==> src/rtl/core/scoh_pkg.sv <==
// Shared types, codes and defaults for the scan occupancy histogram.
// Used by every module of the block; depends on nothing.
`default_nettype none

package scoh_pkg;

  localparam int COLUMNS_DEF   = 80;
  localparam int ROWS_DEF      = 336;
  localparam int MAX_BINS_DEF  = 32;
  localparam int MAX_STEPS_DEF = 256;

  localparam int COLUMN_W = 8;
  localparam int ROW_W    = 9;
  localparam int EVENT_W  = 32;
  localparam int SIDX_W   = 8;
  localparam int PARAM_W  = 16;
  localparam int RBIN_W   = 5;
  localparam int FUNC_W   = 2;
  localparam int STATUS_W = 3;
  localparam int COUNT_W  = 32;
  localparam int BIN_W    = 6;
  localparam int DIFF_W   = PARAM_W + 1;
  localparam int CFG_IDX_W  = 2;
  localparam int CFG_DATA_W = 16;

  localparam logic [FUNC_W-1:0] FUNC_LOAD = 2'd0;
  localparam logic [FUNC_W-1:0] FUNC_HIT  = 2'd1;
  localparam logic [FUNC_W-1:0] FUNC_READ = 2'd2;

  localparam logic [STATUS_W-1:0] ST_OK     = 3'd0;
  localparam logic [STATUS_W-1:0] ST_COLUMN = 3'd1;
  localparam logic [STATUS_W-1:0] ST_ROW    = 3'd2;
  localparam logic [STATUS_W-1:0] ST_BIN    = 3'd3;
  localparam logic [STATUS_W-1:0] ST_CORR   = 3'd4;

  localparam logic [CFG_IDX_W-1:0] REG_SCAN_ENABLED  = 2'd0;
  localparam logic [CFG_IDX_W-1:0] REG_STEP_COUNT    = 2'd1;
  localparam logic [CFG_IDX_W-1:0] REG_MIN_PARAMETER = 2'd2;
  localparam logic [CFG_IDX_W-1:0] REG_BINS_IN_USE   = 2'd3;

  typedef struct packed {
    logic               scan_enabled;
    logic [8:0]         step_count;
    logic [PARAM_W-1:0] min_parameter;
    logic [5:0]         bins_in_use;
  } cfg_t;

  typedef enum logic [3:0] {
    S_CLEAR,
    S_IDLE,
    S_CHECK,
    S_SRCH_RD,
    S_SRCH_CMP,
    S_TAIL_RD,
    S_TAIL_CMP,
    S_BIN,
    S_ADDR,
    S_MEM_RD,
    S_MEM_CHK,
    S_DONE
  } state_t;

  function automatic logic bin_ok(input logic [DIFF_W-1:0] b, input logic [5:0] biu,
                                  input int unsigned max_bins);
    return (b < {{(DIFF_W-6){1'b0}}, biu}) && (32'(b) < max_bins);
  endfunction

endpackage

`default_nettype wire

==> src/rtl/core/scoh_mac.sv <==
// Shared multiply-add unit for counter address arithmetic: y = addend + a * b.
// Result registered on enable; uses scoh_pkg for the default width.
`default_nettype none

module scoh_mac
  import scoh_pkg::*;
#(
  parameter int WIDTH = $clog2(COLUMNS_DEF * ROWS_DEF * MAX_BINS_DEF)
) (
  input  wire logic             clk,
  input  wire logic             en,
  input  wire logic [WIDTH-1:0] addend,
  input  wire logic [WIDTH-1:0] a,
  input  wire logic [WIDTH-1:0] b,
  output logic      [WIDTH-1:0] y
);

  logic [2*WIDTH-1:0] prod;

  assign prod = a * b;

  always_ff @(posedge clk) begin
    if (en) begin
      y <= addend + prod[WIDTH-1:0];
    end
  end

endmodule

`default_nettype wire

==> config.mk <==
export PLATFORM = sky130hd
export DESIGN_NAME = scoh_mac
export DESIGN_NICKNAME = d
export VERILOG_FILES = /design/src/rtl/core/scoh_pkg.sv /design/src/rtl/core/scoh_mac.sv
export SDC_FILE = /design/constraint.sdc
export NUM_CORES = 1
export LEC_CHECK = 0
export BUFFER_PORTS_ARGS = -buffer_cell sky130_fd_sc_hd__buf_2
export CAP_MARGIN = 30
export CORE_AREA = 2 2 147 149
export CTS_CLUSTER_DIAMETER = 100
export CTS_CLUSTER_SIZE = 12
export DETAILED_ROUTE_END_ITERATION = 10
export DIE_AREA = 0 0 149 151
export HOLD_SLACK_MARGIN = 0.06
export PLACE_DENSITY_LB_ADDON = 0.3
export REMOVE_ABC_BUFFERS = 1
export SYNTH_ARGS = -nofsm -noshare
export SYNTH_HDL_FRONTEND = slang
export SYNTH_SLANG_ARGS = --single-unit
==> constraint.sdc <==
create_clock -name clk -period 9.6 [get_ports clk]
set_clock_uncertainty 0.15 [all_clocks]
set_input_delay 1.44 -clock clk [delete_from_list [all_inputs] [get_ports clk]]
set_output_delay 1.44 -clock clk [all_outputs]
set_load 0.02 [all_outputs]
==> summary.txt, run 1 <==
Outcome = completed
# DRC = 0
GRT overflow = 0
Syn. warnings = 0
Total GRT Usage = 0.160
Maximum clock path buffer count = 2
Final hold vios = 0
Period utilisation layout = 0.781
Core area = 20800 um2
Worst setup path class = in -> reg
Clock sinks = 20
Rel. slew slack = 0.681
DP Wirelength = 14600 um
Ant diodes = 0
Ys flop type = edfxtp_1
Initial drt markers = 176
Ports = 82
Worst Path Required = 9440 ps
CTS root buf = clkbuf_16
Xor and xnor area share after synthesis = 0.0643
Minimum clock period = 7500 ps
TritonCTS clock tree = built
Synth Cell Area = 7220 um2
Final setup viols = 0
Nature of the critical path startpoint = primary input
Worst hold start = addend[0]
Initial antenna violation count = 0
Fin. max-slew vios = 0
Die height = 151 um
TritonRoute pass-1 iters = 4
Largest net degree at the start of global routing = 21
Max Cap Viol = 0
Total die area = 22500 um2
Post-synth EDFFs = 20
Layout cells sized above 1 = 0.108
Number of port buffers = 81
Final WL = 17300 um
Clock transition at the registers of the reported paths = 60 ps
Synth unique cells = 33
FFs w/ async S/R, synth = 0
Largest regs = y x20
Post-synthesis mux area share = 0
Via count = 5054
Hold_buf cts = 0
Starting density of the core = 0.347
Max reg flops = 20
Routed vias/inst = 4.62
Critical path capture point type = register
Vias in the first global route = 5295
Hold Crit Class = in -> reg
Largest family of logic cells by synthesized area = adder cells
Width of the die = 149 um
Post-CTS Setup Inserts = 0
Hold Crit Endpoint = y[0]
Slew @ Worst Pin = 479 ps
Hold Path Stages = 2
Avg Cell Area, Syn = 9.54 um2
Wire length per cell = 15.8 um
Mapped Cells = 757
Final Wtd Congestion = 0.822
Yosys reg bits = 20
Simple-Gate Fraction of Synth Area = 0.172
Fmax = 133 MHz
Seq/Total Area, Yosys = 0.0832
Largest register by flop count = y
Unrepaired setup endpoints after global routing = no
Placement Rows = 53
H-tree Lvls = 1
Setup TNS = 0 ps
Post-synthesis compound-gate area fraction = 0.0345
CTS resizes = 0
CTS Buf Count = 3
Detail Route Antenna Nets = 0
Nets = 1106
WP data arrival = 7340 ps
Adder-cell area share of the yosys netlist = 0.551
Synth-to-layout area growth = 10.2%
Critical path fanouts, max = 17
First-pass GRT wire length = 27900 um
[layout make-up]
cell class	instances	area (um2)
Tap cell	275	344
Sequential cell	20	601
Clock inverter	1	3.75
Inverter	157	589
Timing Repair Buffer	81	405
Multi-Input combinational cell	556	5940
Clock buffer	3	75.1
Fill cell	2183	12900
[cell usage after synthesis, drive strengths merged, types with 2 or more instances]
cell | number | area share
a211oi | 3 | 0.0031
a21o | 5 | 0.0052
a21oi | 10 | 0.0085
and2 | 120 | 0.10
buf | 2 | 0.0014
clkbuf | 22 | 0.011
edfxtp | 20 | 0.083
fa | 155 | 0.43
ha | 70 | 0.12
inv | 157 | 0.082
nand2 | 96 | 0.050
nand2b | 3 | 0.0026
nand3 | 4 | 0.0028
nand4 | 3 | 0.0026
nor2 | 9 | 0.0047
nor2b | 2 | 0.0017
o21ai | 9 | 0.0068
o21bai | 4 | 0.0042
xnor2 | 41 | 0.050
xor2 | 12 | 0.015
[worst max-delay path by stage]
stage | from | end | slack (ps)
final | b[3] | y[19] | 2100
after global routing | b[3] | y[19] | 1720
after CTS | b[3] | y[19] | 2090
after detailed placement | b[3] | y[19] | 1820
after global placement | b[2] | y[19] | 1980
after floorplan | b[2] | y[19] | 2470
[critical path, cell delays in order]
cell       delay (ps)
buf_2             300
and2_1            210
fa_1              440
fa_1              510
inv_1              50
fa_1              470
inv_1              60
fa_1              500
inv_1              60
fa_1              520
inv_1              50
fa_1              490
fa_1              410
ha_1              360
a21oi_1           280
o21bai_1          120
a21oi_2           220
nand3_1           180
a2111oi_0         410
o21bai_1          120
xnor2_1           130
[cell usage in the layout, fill, tap and decap left out, types with 4 or more instances in the layout]
cell type | Yosys | final
a21o_1 | 5 | 5
and2_1 | 120 | 120
a21oi_1 | 7 | 7
inv_1 | 157 | 157
nand3_1 | 4 | 4
ha_1 | 70 | 70
nand2_1 | 96 | 96
buf_2 | 2 | 81
xnor2_1 | 41 | 41
nor2_1 | 9 | 9
fa_1 | 155 | 155
o21bai_1 | 4 | 4
o21ai_0 | 5 | 5
xor2_1 | 12 | 12
edfxtp_1 | 20 | 20
[metal layers]
| layer | wire (um) | part of all wire | track usage | up-vias |
|---|---|---|---|---|
| met3 | 724 | 0.042 | 0.0130 | 10 |
| met4 | 174 | 0.010 | 0.0181 | 0 |
| met2 | 8710 | 0.50 | 0.280 | 127 |
| met1 | 7700 | 0.44 | 0.223 | 2545 |
| li1 | - | - | - | 2372 |
| met5 | 0 | 0 | 0 | - |
[logic make-up (layout without fill, tap and decap cells)]
family	Yosys count	count (layout)
AO/OA/AOI/OAI	37	37
XOR/XNOR	53	53
buffers and inverters	181	242
flip-flops	20	20
AND/OR/NAND/NOR	241	241
adder cells (fa/ha/maj)	225	225
[stage by stage]
stage / setup slack [ps] / utilization / hold WS, ps / area (um2) / std cells
3_3_place_gp: 1980 / 0.378 / 1600 / 7880 / 1089
2_1_floorplan: 2470 / - / 1400 / 7130 / 733
3_5_place_dp: 1820 / 0.378 / 1600 / 7880 / 1089
6_report: 2100 / 0.382 / 1340 / 7960 / 1093
5_1_grt: 1720 / 0.382 / 1360 / 7960 / 1093
4_1_cts: 2090 / 0.382 / 1350 / 7960 / 1093
Power of run 1 is not shown: default switching activity piles up to over one toggle a cycle in this logic, so the estimate is an artifact.
==> run 2: changes to the inputs <==
- ABC_AREA: not set -> 1
- CORE_AREA: 2 2 147 149 -> 2 2 153 155
- DIE_AREA: 0 0 149 151 -> 0 0 155 157
- clock period: 9.6 -> 7.8 ns (I/O delays scaled with it)
==> run 2 against run 1 <==
Effect of this change: final area is 6.1% higher; critical endpoint unchanged; cell count is 24% higher; synthesized cell count is 35% higher.
==> summary.txt, run 2 <==
Outcome = completed
Worst Path Required = 7650 ps (-1790 ps)
Critical path capture point type = register
Nets = 1361 (+23%)
Ys flop type = edfxtp_1
Post-synth top area cell = fa_1
Hold_buf cts = 0 (unchanged)
Synth unique cells = 29 (-12%)
Max Cap Viol = 0 (unchanged)
Final WL = 18100 um (+4.7%)
Final Wtd Congestion = 0.826 (+0.38%)
Slowest-stage cell, CP = fa_1
Most used cell, CP = fa_1
Worst setup path class = in -> reg
Via count = 5991 (+19%)
Unrepaired setup endpoints after global routing = no
Vias in the first global route = 6107 (+15%)
Period utilisation layout = 0.885
Most numerous cell in the Yosys netlist = inv_1
Clock sinks = 20 (unchanged)
Commonest non-fill, non-tap cell in the layout = inv_1
Initial drt markers = 282 (+60%)
Clock transition at the registers of the reported paths = 50 ps (about the same)
Rel. slew slack = 0.661 (-0.0203)
Worst hold start = addend[0]
Maximum clock path buffer count = 2 (unchanged)
Yosys reg bits = 20 (unchanged)
First-pass GRT wire length = 30400 um (+8.9%)
Setup crit end = y[19]
Width of the die = 155 um (+4.0%)
Die height = 157 um (+4.0%)
TritonRoute pass-1 iters = 5 (+1)
GRT overflow = 0 (unchanged)
Max incr delay on CP = 570 ps (+50 ps)
Hold Crit Class = in -> reg
Ant diodes = 0 (unchanged)
Seq/Total Area, Yosys = 0.0772 (-0.00594)
Avg Cell Area, Syn = 7.59 um2 (-20%)
Ports = 82 (unchanged)
Minimum clock period = 6910 ps
Synth Cell Area = 7770 um2 (+7.7%)
Wire length per cell = 13.3 um (-16%)
WP data arrival = 6760 ps (-580 ps)
Total GRT Usage = 0.156 (-0.00361)
Largest register by flop count = y
Post-CTS Setup Inserts = 0 (unchanged)
Starting density of the core = 0.346 (-0.00120)
Routed vias/inst = 4.41 (-4.5%)
Synth-to-layout area growth = 8.58%
Post-placement cell area = 8370 um2 (+6.2%)
FFs w/ async S/R, synth = 0 (unchanged)
# DRC = 0 (unchanged)
Commonest cells post-synth = inv_1, nand2_1, fa_1, ha_1, nand3_1
DP Wirelength = 15900 um (+8.9%)
Initial antenna violation count = 0 (unchanged)
Number of port buffers = 81 (unchanged)
CTS root buf = clkbuf_16
TritonCTS clock tree = built
Placement Rows = 55 (+3.8%)
Largest net degree at the start of global routing = 22 (+4.8%)
Fmax = 145 MHz
Worst-path cell chain = buf_2 > nand2_1 > fa_1 > inv_1 > fa_1 > inv_1 > fa_1 > inv_1 > fa_1 > fa_1 > fa_1 > fa_1 > ha_1 > nand2_1 > nor3_1 > nand2_1 > o311ai_0 > inv_1 > nand2_1 > nand2_1
H-tree Lvls = 1 (unchanged)
Synth top area cells = fa_1, inv_1, nand2_1, ha_1, edfxtp_1
Design Area, Final = 8440 um2 (+6.1%)
Largest regs = y x20
Core area = 22500 um2 (+8.1%)
Slew @ Worst Pin = 509 ps (+30.5 ps)
Mapped Cells = 1024 (+35%)
Most frequent cells in the layout = inv_1, nand2_1, fa_1
Top cell type's share of synthesized area = 0.399 (-0.0307)
Detail Route Antenna Nets = 0 (unchanged)
Max reg flops = 20 (unchanged)
Final hold vios = 0 (unchanged)
Final setup viols = 0 (unchanged)
Post-synth EDFFs = 20 (unchanged)
Syn. warnings = 0 (unchanged)
CTS resizes = 0 (unchanged)
Critical path fanouts, max = 19 (+2)
Fin. max-slew vios = 0 (unchanged)
Start point of the critical path = b[2]
CTS Buf Count = 3 (unchanged)
Nature of the critical path startpoint = primary input
Layout cells sized above 1 = 0.0886 (-0.0190)
Total die area = 24300 um2 (+8.2%)
Setup TNS = 0 ps (unchanged)
run 2: changes by cell type after synthesis, sizes merged, moves of 4 or more:
cell	before	now
a21o	5	1
a21oi	10	19
and2	120	0
buf	2	16
inv	157	324
nand2	96	321
nand3	4	23
nor2	9	17
o21ai	9	5
xnor2	41	9
run 2: worst min path at each step:
stage | cells past startpoint | slack, ps | end
final | 2 | 1080 | y[0]
after global routing | 2 | 1090 | y[0]
after global placement | 2 | 1340 | y[0]
after detailed placement | 2 | 1340 | y[0]
after CTS | 2 | 1090 | y[0]
after floorplan | 0 | 1130 | y[0]
run 2: through the flow:
step                setup slack (ps)  utilization  instances  hold WS, ps
floorplan                       1310            -        988         1130
global placement                 784        0.372       1354         1340
detailed placement               660        0.372       1354         1340
CTS                              896        0.375       1357         1090
global route                     563        0.375       1357         1090
finish                           893        0.375       1357         1080
run 2: cells by family after synthesis:
family	share of synthesized area
xor+xnor	0.0267
flops	0.0772
buf+inv	0.178
fa+ha+maj	0.512
simple gates	0.185
compound gates	0.0214
run 2: critical path, delay by kind of cell:
kind	cells	cell delay [ps]
adder cells (fa/ha/maj)	8	3840
buffers and inverters	5	580
AO/OA/AOI/OAI	1	440
AND/OR/NAND/NOR	6	740
run 2: layer usage:
metal  wire length [um]  track usage
met4                241       0.0194
met5                  0            0
met3               1040       0.0162
met2               8920        0.275
met1               7910        0.214
run 2: area by class of cell:
class	count	area (um2)
inverter	324	1220
multi-input combinational	644	5790
timing repair buffer	81	405
tap	285	357
sequential	20	601
fill	2380	14100
clock buffer	3	75.1
Power of run 2 is left out for the same reason.
