[src/rtl/core/scoh_pkg.sv]
// Shared types, codes and defaults for the scan occupancy histogram.
// Used by every module of the block; depends on nothing.
`default_nettype none

package scoh_pkg;

  localparam int COLUMNS_DEF   = 80;
  localparam int ROWS_DEF      = 336;
  localparam int MAX_BINS_DEF  = 32;
  localparam int MAX_STEPS_DEF = 256;

  localparam int COLUMN_W = 8;
  localparam int ROW_W    = 9;
  localparam int EVENT_W  = 32;
  localparam int SIDX_W   = 8;
  localparam int PARAM_W  = 16;
  localparam int RBIN_W   = 5;
  localparam int FUNC_W   = 2;
  localparam int STATUS_W = 3;
  localparam int COUNT_W  = 32;
  localparam int BIN_W    = 6;
  localparam int DIFF_W   = PARAM_W + 1;
  localparam int CFG_IDX_W  = 2;
  localparam int CFG_DATA_W = 16;

  localparam logic [FUNC_W-1:0] FUNC_LOAD = 2'd0;
  localparam logic [FUNC_W-1:0] FUNC_HIT  = 2'd1;
  localparam logic [FUNC_W-1:0] FUNC_READ = 2'd2;

  localparam logic [STATUS_W-1:0] ST_OK     = 3'd0;
  localparam logic [STATUS_W-1:0] ST_COLUMN = 3'd1;
  localparam logic [STATUS_W-1:0] ST_ROW    = 3'd2;
  localparam logic [STATUS_W-1:0] ST_BIN    = 3'd3;
  localparam logic [STATUS_W-1:0] ST_CORR   = 3'd4;

  localparam logic [CFG_IDX_W-1:0] REG_SCAN_ENABLED  = 2'd0;
  localparam logic [CFG_IDX_W-1:0] REG_STEP_COUNT    = 2'd1;
  localparam logic [CFG_IDX_W-1:0] REG_MIN_PARAMETER = 2'd2;
  localparam logic [CFG_IDX_W-1:0] REG_BINS_IN_USE   = 2'd3;

  typedef struct packed {
    logic               scan_enabled;
    logic [8:0]         step_count;
    logic [PARAM_W-1:0] min_parameter;
    logic [5:0]         bins_in_use;
  } cfg_t;

  typedef enum logic [3:0] {
    S_CLEAR,
    S_IDLE,
    S_CHECK,
    S_SRCH_RD,
    S_SRCH_CMP,
    S_TAIL_RD,
    S_TAIL_CMP,
    S_BIN,
    S_ADDR,
    S_MEM_RD,
    S_MEM_CHK,
    S_DONE
  } state_t;

  function automatic logic bin_ok(input logic [DIFF_W-1:0] b, input logic [5:0] biu,
                                  input int unsigned max_bins);
    return (b < {{(DIFF_W-6){1'b0}}, biu}) && (32'(b) < max_bins);
  endfunction

endpackage

`default_nettype wire

[src/rtl/core/scoh_seq.sv]
// Sequencer: range checks, forward step search, bin check, counter
// read-modify-write, store clearing pass and output register. Uses scoh_pkg.
`default_nettype none

module scoh_seq
  import scoh_pkg::*;
#(
  parameter int COLUMNS     = COLUMNS_DEF,
  parameter int ROWS        = ROWS_DEF,
  parameter int MAX_BINS    = MAX_BINS_DEF,
  parameter int MAX_STEPS   = MAX_STEPS_DEF,
  parameter int STEP_W      = $clog2(MAX_STEPS_DEF),
  parameter int STORE_DEPTH = COLUMNS_DEF * ROWS_DEF * MAX_BINS_DEF,
  parameter int ADDR_W      = $clog2(COLUMNS_DEF * ROWS_DEF * MAX_BINS_DEF)
) (
  input  wire logic                clk,
  input  wire logic                rst,
  input  wire cfg_t                cfg,
  input  wire logic                in_valid,
  output logic                     in_ready,
  input  wire logic [FUNC_W-1:0]   in_func,
  input  wire logic [COLUMN_W-1:0] in_column,
  input  wire logic [ROW_W-1:0]    in_row,
  input  wire logic [EVENT_W-1:0]  in_event,
  input  wire logic [SIDX_W-1:0]   in_step_index,
  input  wire logic [EVENT_W-1:0]  in_step_first_event,
  input  wire logic [PARAM_W-1:0]  in_step_parameter,
  input  wire logic [RBIN_W-1:0]   in_read_bin,
  output logic                     out_valid,
  input  wire logic                out_ready,
  output logic [STATUS_W-1:0]      out_status,
  output logic [COUNT_W-1:0]       out_count,
  output logic [RBIN_W-1:0]        out_bin,
  output logic                     tbl_we,
  output logic [STEP_W-1:0]        tbl_wa,
  output logic [EVENT_W-1:0]       tbl_wev,
  output logic [PARAM_W-1:0]       tbl_wpar,
  output logic [STEP_W-1:0]        tbl_ra0,
  output logic [STEP_W-1:0]        tbl_ra1,
  input  wire logic [EVENT_W-1:0]  tbl_rev0,
  input  wire logic [EVENT_W-1:0]  tbl_rev1,
  input  wire logic [PARAM_W-1:0]  tbl_rpar0,
  output logic                     mac_en,
  output logic [ADDR_W-1:0]        mac_addend,
  output logic [ADDR_W-1:0]        mac_a,
  output logic [ADDR_W-1:0]        mac_b,
  input  wire logic [ADDR_W-1:0]   mac_y,
  output logic                     ram_we,
  output logic [ADDR_W-1:0]        ram_wa,
  output logic [COUNT_W-1:0]       ram_wd,
  output logic [ADDR_W-1:0]        ram_ra,
  input  wire logic [COUNT_W-1:0]  ram_rd
);

  state_t state, state_next;

  logic [ADDR_W-1:0]   clr_addr;
  logic [STEP_W-1:0]   search_pointer;
  logic [STEP_W-1:0]   step_i;
  logic [FUNC_W-1:0]   func_q;
  logic [COLUMN_W-1:0] column_q;
  logic [ROW_W-1:0]    row_q;
  logic [EVENT_W-1:0]  event_q;
  logic [RBIN_W-1:0]   read_bin_q;
  logic [PARAM_W-1:0]  par_q;
  logic [BIN_W-1:0]    bin_q;
  logic [STATUS_W-1:0] res_status;
  logic [COUNT_W-1:0]  res_count;
  logic [RBIN_W-1:0]   res_bin;

  logic [STEP_W:0]     steps_used;
  logic [STEP_W:0]     next_i;
  logic                col_ok;
  logic                row_ok;
  logic [COLUMN_W-1:0] col_idx;
  logic [ROW_W-1:0]    row_idx;
  logic [DIFF_W-1:0]   chk_bin;
  logic [DIFF_W-1:0]   diff;
  logic                step_found;
  logic                out_free;

  always_comb begin
    if (cfg.step_count == 9'd0) begin
      steps_used = (STEP_W+1)'(1);
    end else if (32'(cfg.step_count) > 32'(MAX_STEPS)) begin
      steps_used = (STEP_W+1)'(MAX_STEPS);
    end else begin
      steps_used = (STEP_W+1)'(cfg.step_count);
    end
  end

  assign next_i     = {1'b0, step_i} + (STEP_W+1)'(1);
  assign col_idx    = column_q - COLUMN_W'(1);
  assign row_idx    = row_q - ROW_W'(1);
  assign col_ok     = (column_q != '0) && ({1'b0, column_q} <= (COLUMN_W+1)'(COLUMNS));
  assign row_ok     = (row_q != '0) && ({1'b0, row_q} <= (ROW_W+1)'(ROWS));
  assign chk_bin    = (func_q == FUNC_READ) ? DIFF_W'(read_bin_q) : '0;
  assign diff       = {1'b0, par_q} - {1'b0, cfg.min_parameter};
  assign step_found = (tbl_rev1 > event_q) || (tbl_rev1 < tbl_rev0);
  assign out_free   = !out_valid || out_ready;

  always_comb begin
    state_next = state;
    unique case (state)
      S_CLEAR: begin
        if (clr_addr == ADDR_W'(STORE_DEPTH - 1)) state_next = S_IDLE;
      end
      S_IDLE: begin
        if (in_valid) begin
          state_next = (in_func == FUNC_HIT || in_func == FUNC_READ) ? S_CHECK : S_DONE;
        end
      end
      S_CHECK: begin
        if (!col_ok || !row_ok) begin
          state_next = S_DONE;
        end else if (func_q == FUNC_HIT && cfg.scan_enabled) begin
          state_next = S_SRCH_RD;
        end else if (bin_ok(chk_bin, cfg.bins_in_use, MAX_BINS)) begin
          state_next = S_ADDR;
        end else begin
          state_next = S_DONE;
        end
      end
      S_SRCH_RD:  state_next = (next_i < steps_used) ? S_SRCH_CMP : S_TAIL_RD;
      S_SRCH_CMP: state_next = step_found ? S_BIN : S_SRCH_RD;
      S_TAIL_RD:  state_next = S_TAIL_CMP;
      S_TAIL_CMP: state_next = (tbl_rev0 <= event_q) ? S_BIN : S_DONE;
      S_BIN: begin
        state_next = bin_ok(diff, cfg.bins_in_use, MAX_BINS) ? S_ADDR : S_DONE;
      end
      S_ADDR:    state_next = S_MEM_RD;
      S_MEM_RD:  state_next = S_MEM_CHK;
      S_MEM_CHK: state_next = S_DONE;
      S_DONE: begin
        if (out_free) state_next = S_IDLE;
      end
      default: state_next = S_IDLE;
    endcase
  end

  always_comb begin
    in_ready   = (state == S_IDLE);
    tbl_we     = 1'b0;
    tbl_wa     = STEP_W'(in_step_index);
    tbl_wev    = in_step_first_event;
    tbl_wpar   = in_step_parameter;
    tbl_ra0    = step_i;
    tbl_ra1    = next_i[STEP_W-1:0];
    mac_en     = 1'b0;
    mac_addend = mac_y;
    mac_a      = ADDR_W'(bin_q);
    mac_b      = ADDR_W'(COLUMNS * ROWS);
    ram_we     = 1'b0;
    ram_wa     = mac_y;
    ram_wd     = ram_rd + COUNT_W'(1);
    ram_ra     = mac_y;
    unique case (state)
      S_CLEAR: begin
        ram_we = 1'b1;
        ram_wa = clr_addr;
        ram_wd = '0;
      end
      S_IDLE: begin
        tbl_we = in_valid && (in_func == FUNC_LOAD) &&
                 (32'(in_step_index) < 32'(MAX_STEPS));
      end
      S_CHECK: begin
        mac_en     = 1'b1;
        mac_addend = ADDR_W'(col_idx);
        mac_a      = ADDR_W'(row_idx);
        mac_b      = ADDR_W'(COLUMNS);
      end
      S_TAIL_RD: begin
        tbl_ra0 = STEP_W'(steps_used - (STEP_W+1)'(1));
      end
      S_ADDR: begin
        mac_en = 1'b1;
      end
      S_MEM_CHK: begin
        ram_we = (func_q == FUNC_HIT);
      end
      S_SRCH_RD, S_SRCH_CMP, S_TAIL_CMP, S_BIN, S_MEM_RD, S_DONE: begin
      end
      default: begin
      end
    endcase
  end

  always_ff @(posedge clk) begin
    if (rst) begin
      state          <= S_CLEAR;
      clr_addr       <= '0;
      search_pointer <= '0;
      out_valid      <= 1'b0;
    end else begin
      state <= state_next;
      if (out_valid && out_ready && state != S_DONE) begin
        out_valid <= 1'b0;
      end
      case (state)
        S_CLEAR: begin
          clr_addr <= clr_addr + ADDR_W'(1);
        end
        S_IDLE: begin
          func_q     <= in_func;
          column_q   <= in_column;
          row_q      <= in_row;
          event_q    <= in_event;
          read_bin_q <= in_read_bin;
          res_status <= ST_OK;
          res_count  <= '0;
          res_bin    <= '0;
        end
        S_CHECK: begin
          step_i <= search_pointer;
          bin_q  <= BIN_W'(chk_bin);
          if (!col_ok) begin
            res_status <= ST_COLUMN;
          end else if (!row_ok) begin
            res_status <= ST_ROW;
          end else if (!(func_q == FUNC_HIT && cfg.scan_enabled) &&
                       !bin_ok(chk_bin, cfg.bins_in_use, MAX_BINS)) begin
            res_status <= ST_BIN;
          end
        end
        S_SRCH_CMP: begin
          if (step_found) begin
            search_pointer <= step_i;
            par_q          <= tbl_rpar0;
          end else begin
            step_i <= next_i[STEP_W-1:0];
          end
        end
        S_TAIL_CMP: begin
          if (tbl_rev0 <= event_q) begin
            par_q <= tbl_rpar0;
          end else begin
            res_status <= ST_CORR;
          end
        end
        S_BIN: begin
          bin_q <= BIN_W'(diff);
          if (!bin_ok(diff, cfg.bins_in_use, MAX_BINS)) begin
            res_status <= ST_BIN;
          end
        end
        S_MEM_CHK: begin
          res_count <= (func_q == FUNC_HIT) ? ram_rd + COUNT_W'(1) : ram_rd;
          res_bin   <= RBIN_W'(bin_q);
        end
        S_DONE: begin
          if (out_free) begin
            out_valid  <= 1'b1;
            out_status <= res_status;
            out_count  <= res_count;
            out_bin    <= res_bin;
          end
        end
        default: begin
        end
      endcase
    end
  end

endmodule

`default_nettype wire

[config.mk]
export PLATFORM = sky130hd
export DESIGN_NAME = scoh_seq
export DESIGN_NICKNAME = d
export VERILOG_FILES = /design/src/rtl/core/scoh_pkg.sv /design/src/rtl/core/scoh_seq.sv
export SDC_FILE = /design/constraint.sdc
export NUM_CORES = 1
export LEC_CHECK = 0
export ABC_AREA = 0
export BUFFER_PORTS_ARGS = -buffer_cell sky130_fd_sc_hd__buf_2
export CORE_AREA = 2 2 205 207
export DETAILED_ROUTE_END_ITERATION = 10
export DIE_AREA = 0 0 207 209
export PLACE_DENSITY = 0.59
export SYNTH_ARGS = -nofsm -noshare
export SYNTH_HDL_FRONTEND = slang
export SYNTH_SLANG_ARGS = --single-unit
[constraint.sdc]
create_clock -name clk -period 5.2 [get_ports clk]
set_input_delay 1.3 -clock clk [delete_from_list [all_inputs] [get_ports clk]]
set_output_delay 1.3 -clock clk [all_outputs]
set_load 0.005 [all_outputs]
==> impl_metrics.json <==
{
  "worstPathArrival_ns": 3.53,
  "worst_path_slowest_cell": "sky130_fd_sc_hd__nor3_2",
  "vdd_drop_max_mv": 0.2312,
  "post_cts_hold_buffer_count": 0,
  "clk_latency_ns": 0.46,
  "timing.final.crit_share": 0.9289,
  "finalWirelength_um": 41710,
  "tritoncts_clock_tree": "done",
  "p_total_mw": 3.460,
  "cts.path.max_buffers": 2,
  "yosysTopAreaCell": "sky130_fd_sc_hd__edfxtp_1",
  "critical_path.max_stage_delay_ns": 0.40,
  "synth.top_cells.by_area": "sky130_fd_sc_hd__edfxtp_1 36%, sky130_fd_sc_hd__ha_1 12%, sky130_fd_sc_hd__buf_4 5.9%",
  "globalplace.congestion": 0.8962,
  "drt_pass1_iterations": 5,
  "cts.root.buffer_cell": "sky130_fd_sc_hd__clkbuf_16",
  "top_area_cell_type_share_of_the_netlist_area": 0.3571,
  "timing.final.hold_violations": 0,
  "post-dp-hpwl_um": 34310,
  "floorplan.initialDensity": 0.3381,
  "netlist-cell-type-count": 68,
  "area_growth_syn_to_layout_pct": 18.02,
  "post_synthesis_instance_area_um2": 13960,
  "first_pass_grt_wire_length_um": 63850,
  "row_count": 75,
  "cts.sinks": 199,
  "grtUsageTotal": 0.1909,
  "fp.coreArea_um2": 41290,
  "ctsResizeCount": 0,
  "pre_cts_ws_ns": 0.3928,
  "synth_seq_cells": 199,
  "finalMaxSlewViolations": 0,
  "layout_min_cycle_time_ns": 4.830,
  "power.density_cell_area_nw_per_um2": 210.0,
  "worst_setup_start_kind": "input pin",
  "setup.worst_path.start": "ram_rd[0]",
  "critical_path_class": "input pin to output pin",
  "fin_tns_setup_ns": 0,
  "vias": 11500,
  "drcViolationCount": 0,
  "worstSetupEndpointType": "output pin",
  "nNetsFinal": 2170,
  "first_global_vias": 11330,
  "die_w_um": 207,
  "grt_antenna_before_repair": 4,
  "drive_gt1_frac": 0.2716,
  "skew_ns": 0.01487,
  "grt_overflow_total": 0,
  "yosysSeqAreaShare": 0.4044,
  "placement.io_buffers": 391,
  "post_drt_wl_per_cell_um": 18.07,
  "setup_viol": 0,
  "synth-main-ff-cell": "sky130_fd_sc_hd__edfxtp_1",
  "timing.fmax_ghz": 0.2070,
  "postLayoutSetupSlackWorst_ns": 0.3695,
  "ctsHtreeMaxLevel": 4,
  "hp-class": "register to register",
  "outcome": "completed",
  "route.antenna.remaining_nets": 0,
  "cts.reportedPaths.clkPinSlew_ns": 0.08,
  "average_vias_per_placed_instance": 4.984,
  "die_y_um": 209,
  "worstPathCellList": "buf_2 -> ha_1 -> and4_1 -> and3_1 -> nand4_1 -> nor3_2 -> nand4_1 -> xor2_1 -> nor2_1 -> buf_2",
  "grt_start_max_net_pins": 60,
  "ys_top_cells_by_count": "166 x sky130_fd_sc_hd__edfxtp_1, 146 x sky130_fd_sc_hd__nor2_1, 135 x sky130_fd_sc_hd__ha_1",
  "number_of_setup_buffers_added_after_cts": 0,
  "synth.avg_cell_area_um2": 9.607,
  "rr_startpoint": "par_q[0]",
  "max-cap-violations": 0,
  "wp_buf_inv": 2,
  "synth_most_common_cell": "sky130_fd_sc_hd__edfxtp_1",
  "leakagePower_nw": 7.269,
  "design.portCount": 529,
  "path_delay_family": "simple AND/OR/NAND/NOR gates",
  "tritoncts.num_buffers": 17,
  "synth_enable_flop_cells": 166,
  "hold_path_startpoint": "res_status[1]",
  "die_area_um2": 43260,
  "worst_ep_required_time_ns": 3.90,
  "worst_pin_slew_ns": 0.9983,
  "netlist_instances": 1453,
  "crit_fanout": 6,
  "max_slew_margin": 0.3330,
  "drt_iter0_drc": 688,
  "ys_async_sr_fraction": 0,
  "grt_setup_unrepaired": "no",
  "synth_warnings": 0
}
cell type report:
| class | count | area [µm²] |
|---|---|---|
| Inverter | 116 | 435.4 |
| Sequential cell | 199 | 5645 |
| Multi-Input combinational cell | 1015 | 7041 |
| Clock buffer | 17 | 425.4 |
| Antenna cell | 2 | 5.005 |
| Timing Repair Buffer | 405 | 2074 |
| Tap cell | 539 | 674.4 |
| Fill cell | 4159 | 24820 |
| Clock inverter | 15 | 173.9 |
through the flow:
step	area, µm²	cells	hold WS (ns)	utilization
3_5_place_dp	15870	2274	0.4052	0.3844
2_1_floorplan	14050	1477	0.4003	-
4_1_cts	16470	2306	0.4236	0.3989
6_report	16470	2308	0.4219	0.3990
3_3_place_gp	15870	2274	0.4016	0.3844
5_1_grt	16470	2308	0.4277	0.3990
worst paths after layout:
kind,to,slack (ns),depth (start not counted)
setup / recovery,ram_wd[30],0.37,10
hold / removal,out_status[1],0.42,0
setup reg to reg,res_status[1],1.50,16
hold reg to reg,out_status[1],0.42,0
worst reg2reg max path, cell delays in order (launching register included):
cell	delay, ns
sky130_fd_sc_hd__edfxtp_1	0.34
sky130_fd_sc_hd__inv_1	0.04
sky130_fd_sc_hd__ha_1	0.20
sky130_fd_sc_hd__fa_1	0.41
sky130_fd_sc_hd__nand2b_1	0.21
sky130_fd_sc_hd__nand2b_1	0.09
sky130_fd_sc_hd__a21oi_1	0.08
sky130_fd_sc_hd__xnor2_1	0.23
sky130_fd_sc_hd__ha_1	0.29
sky130_fd_sc_hd__and3_1	0.19
sky130_fd_sc_hd__a311oi_1	0.20
sky130_fd_sc_hd__nand4_1	0.12
sky130_fd_sc_hd__nor4_1	0.30
sky130_fd_sc_hd__o2111ai_1	0.15
sky130_fd_sc_hd__nor4_1	0.22
sky130_fd_sc_hd__buf_4	0.20
sky130_fd_sc_hd__a21boi_0	0.17
power by group:
group / switching (mW) / leakage (nW) / internal [mW]
clock network: 0.686 / 0.288 / 0.647
registers: 0.00249 / 1.76 / 1.71
logic: 0.226 / 5.22 / 0.187
total: 0.915 / 7.27 / 2.55
placed cells by master (no fill, tap or decap), types with 11 or more instances in the layout:
| master | instances |
|---|---|
| sky130_fd_sc_hd__a21o_1 | 13 |
| sky130_fd_sc_hd__a21oi_1 | 68 |
| sky130_fd_sc_hd__and2_1 | 25 |
| sky130_fd_sc_hd__and3_1 | 19 |
| sky130_fd_sc_hd__buf_2 | 391 |
| sky130_fd_sc_hd__buf_4 | 13 |
| sky130_fd_sc_hd__clkbuf_16 | 17 |
| sky130_fd_sc_hd__conb_1 | 25 |
| sky130_fd_sc_hd__dfxtp_1 | 33 |
| sky130_fd_sc_hd__edfxtp_1 | 166 |
| sky130_fd_sc_hd__ha_1 | 135 |
| sky130_fd_sc_hd__inv_1 | 116 |
| sky130_fd_sc_hd__mux2_2 | 26 |
| sky130_fd_sc_hd__mux2i_1 | 15 |
| sky130_fd_sc_hd__nand2_1 | 97 |
| sky130_fd_sc_hd__nand2b_1 | 29 |
| sky130_fd_sc_hd__nand3_1 | 46 |
| sky130_fd_sc_hd__nand4_1 | 27 |
| sky130_fd_sc_hd__nor2_1 | 145 |
| sky130_fd_sc_hd__nor3_1 | 20 |
| sky130_fd_sc_hd__o21a_1 | 11 |
| sky130_fd_sc_hd__o21ai_0 | 62 |
| sky130_fd_sc_hd__or3_1 | 20 |
| sky130_fd_sc_hd__xnor2_1 | 47 |
| sky130_fd_sc_hd__xor2_1 | 47 |
per-layer routing:
metal  global-route usage  share of wire  vias up
met5             0.003337         0.0010        -
met2               0.3139           0.47      461
met1               0.2409           0.44     5322
met4              0.06995          0.025        6
li1                     -              -     5643
met3              0.05035          0.070       71
cells by family (layout without fill, tap and decap cells):
family / count (synthesis) / after routing / synth area share
adders and majority gates: 136 / 136 / 0.1224
AOI/OAI and AO/OA: 234 / 234 / 0.1042
xor gates and xnor gates: 94 / 94 / 0.05898
DFF: 199 / 199 / 0.4044
buffers and inverters: 263 / 553 / 0.1007
muxes: 41 / 41 / 0.03173
other: 1 / 27 / 0.0002686
and+or+nand+nor: 485 / 485 / 0.1773
registers in the layout, summed over array words and instances, names as in the netlist, 3 cells and up:
register	cells
step_i	8
res_bin	5
state	4
clr_addr	20
search_pointer	8
read_bin_q	5
row_q	9
par_q	16
out_status	3
out_bin	5
bin_q	6
event_q	32
column_q	8
out_count	32
res_status	3
res_count	32
Note: power is estimated with default switching activity, not from simulation.
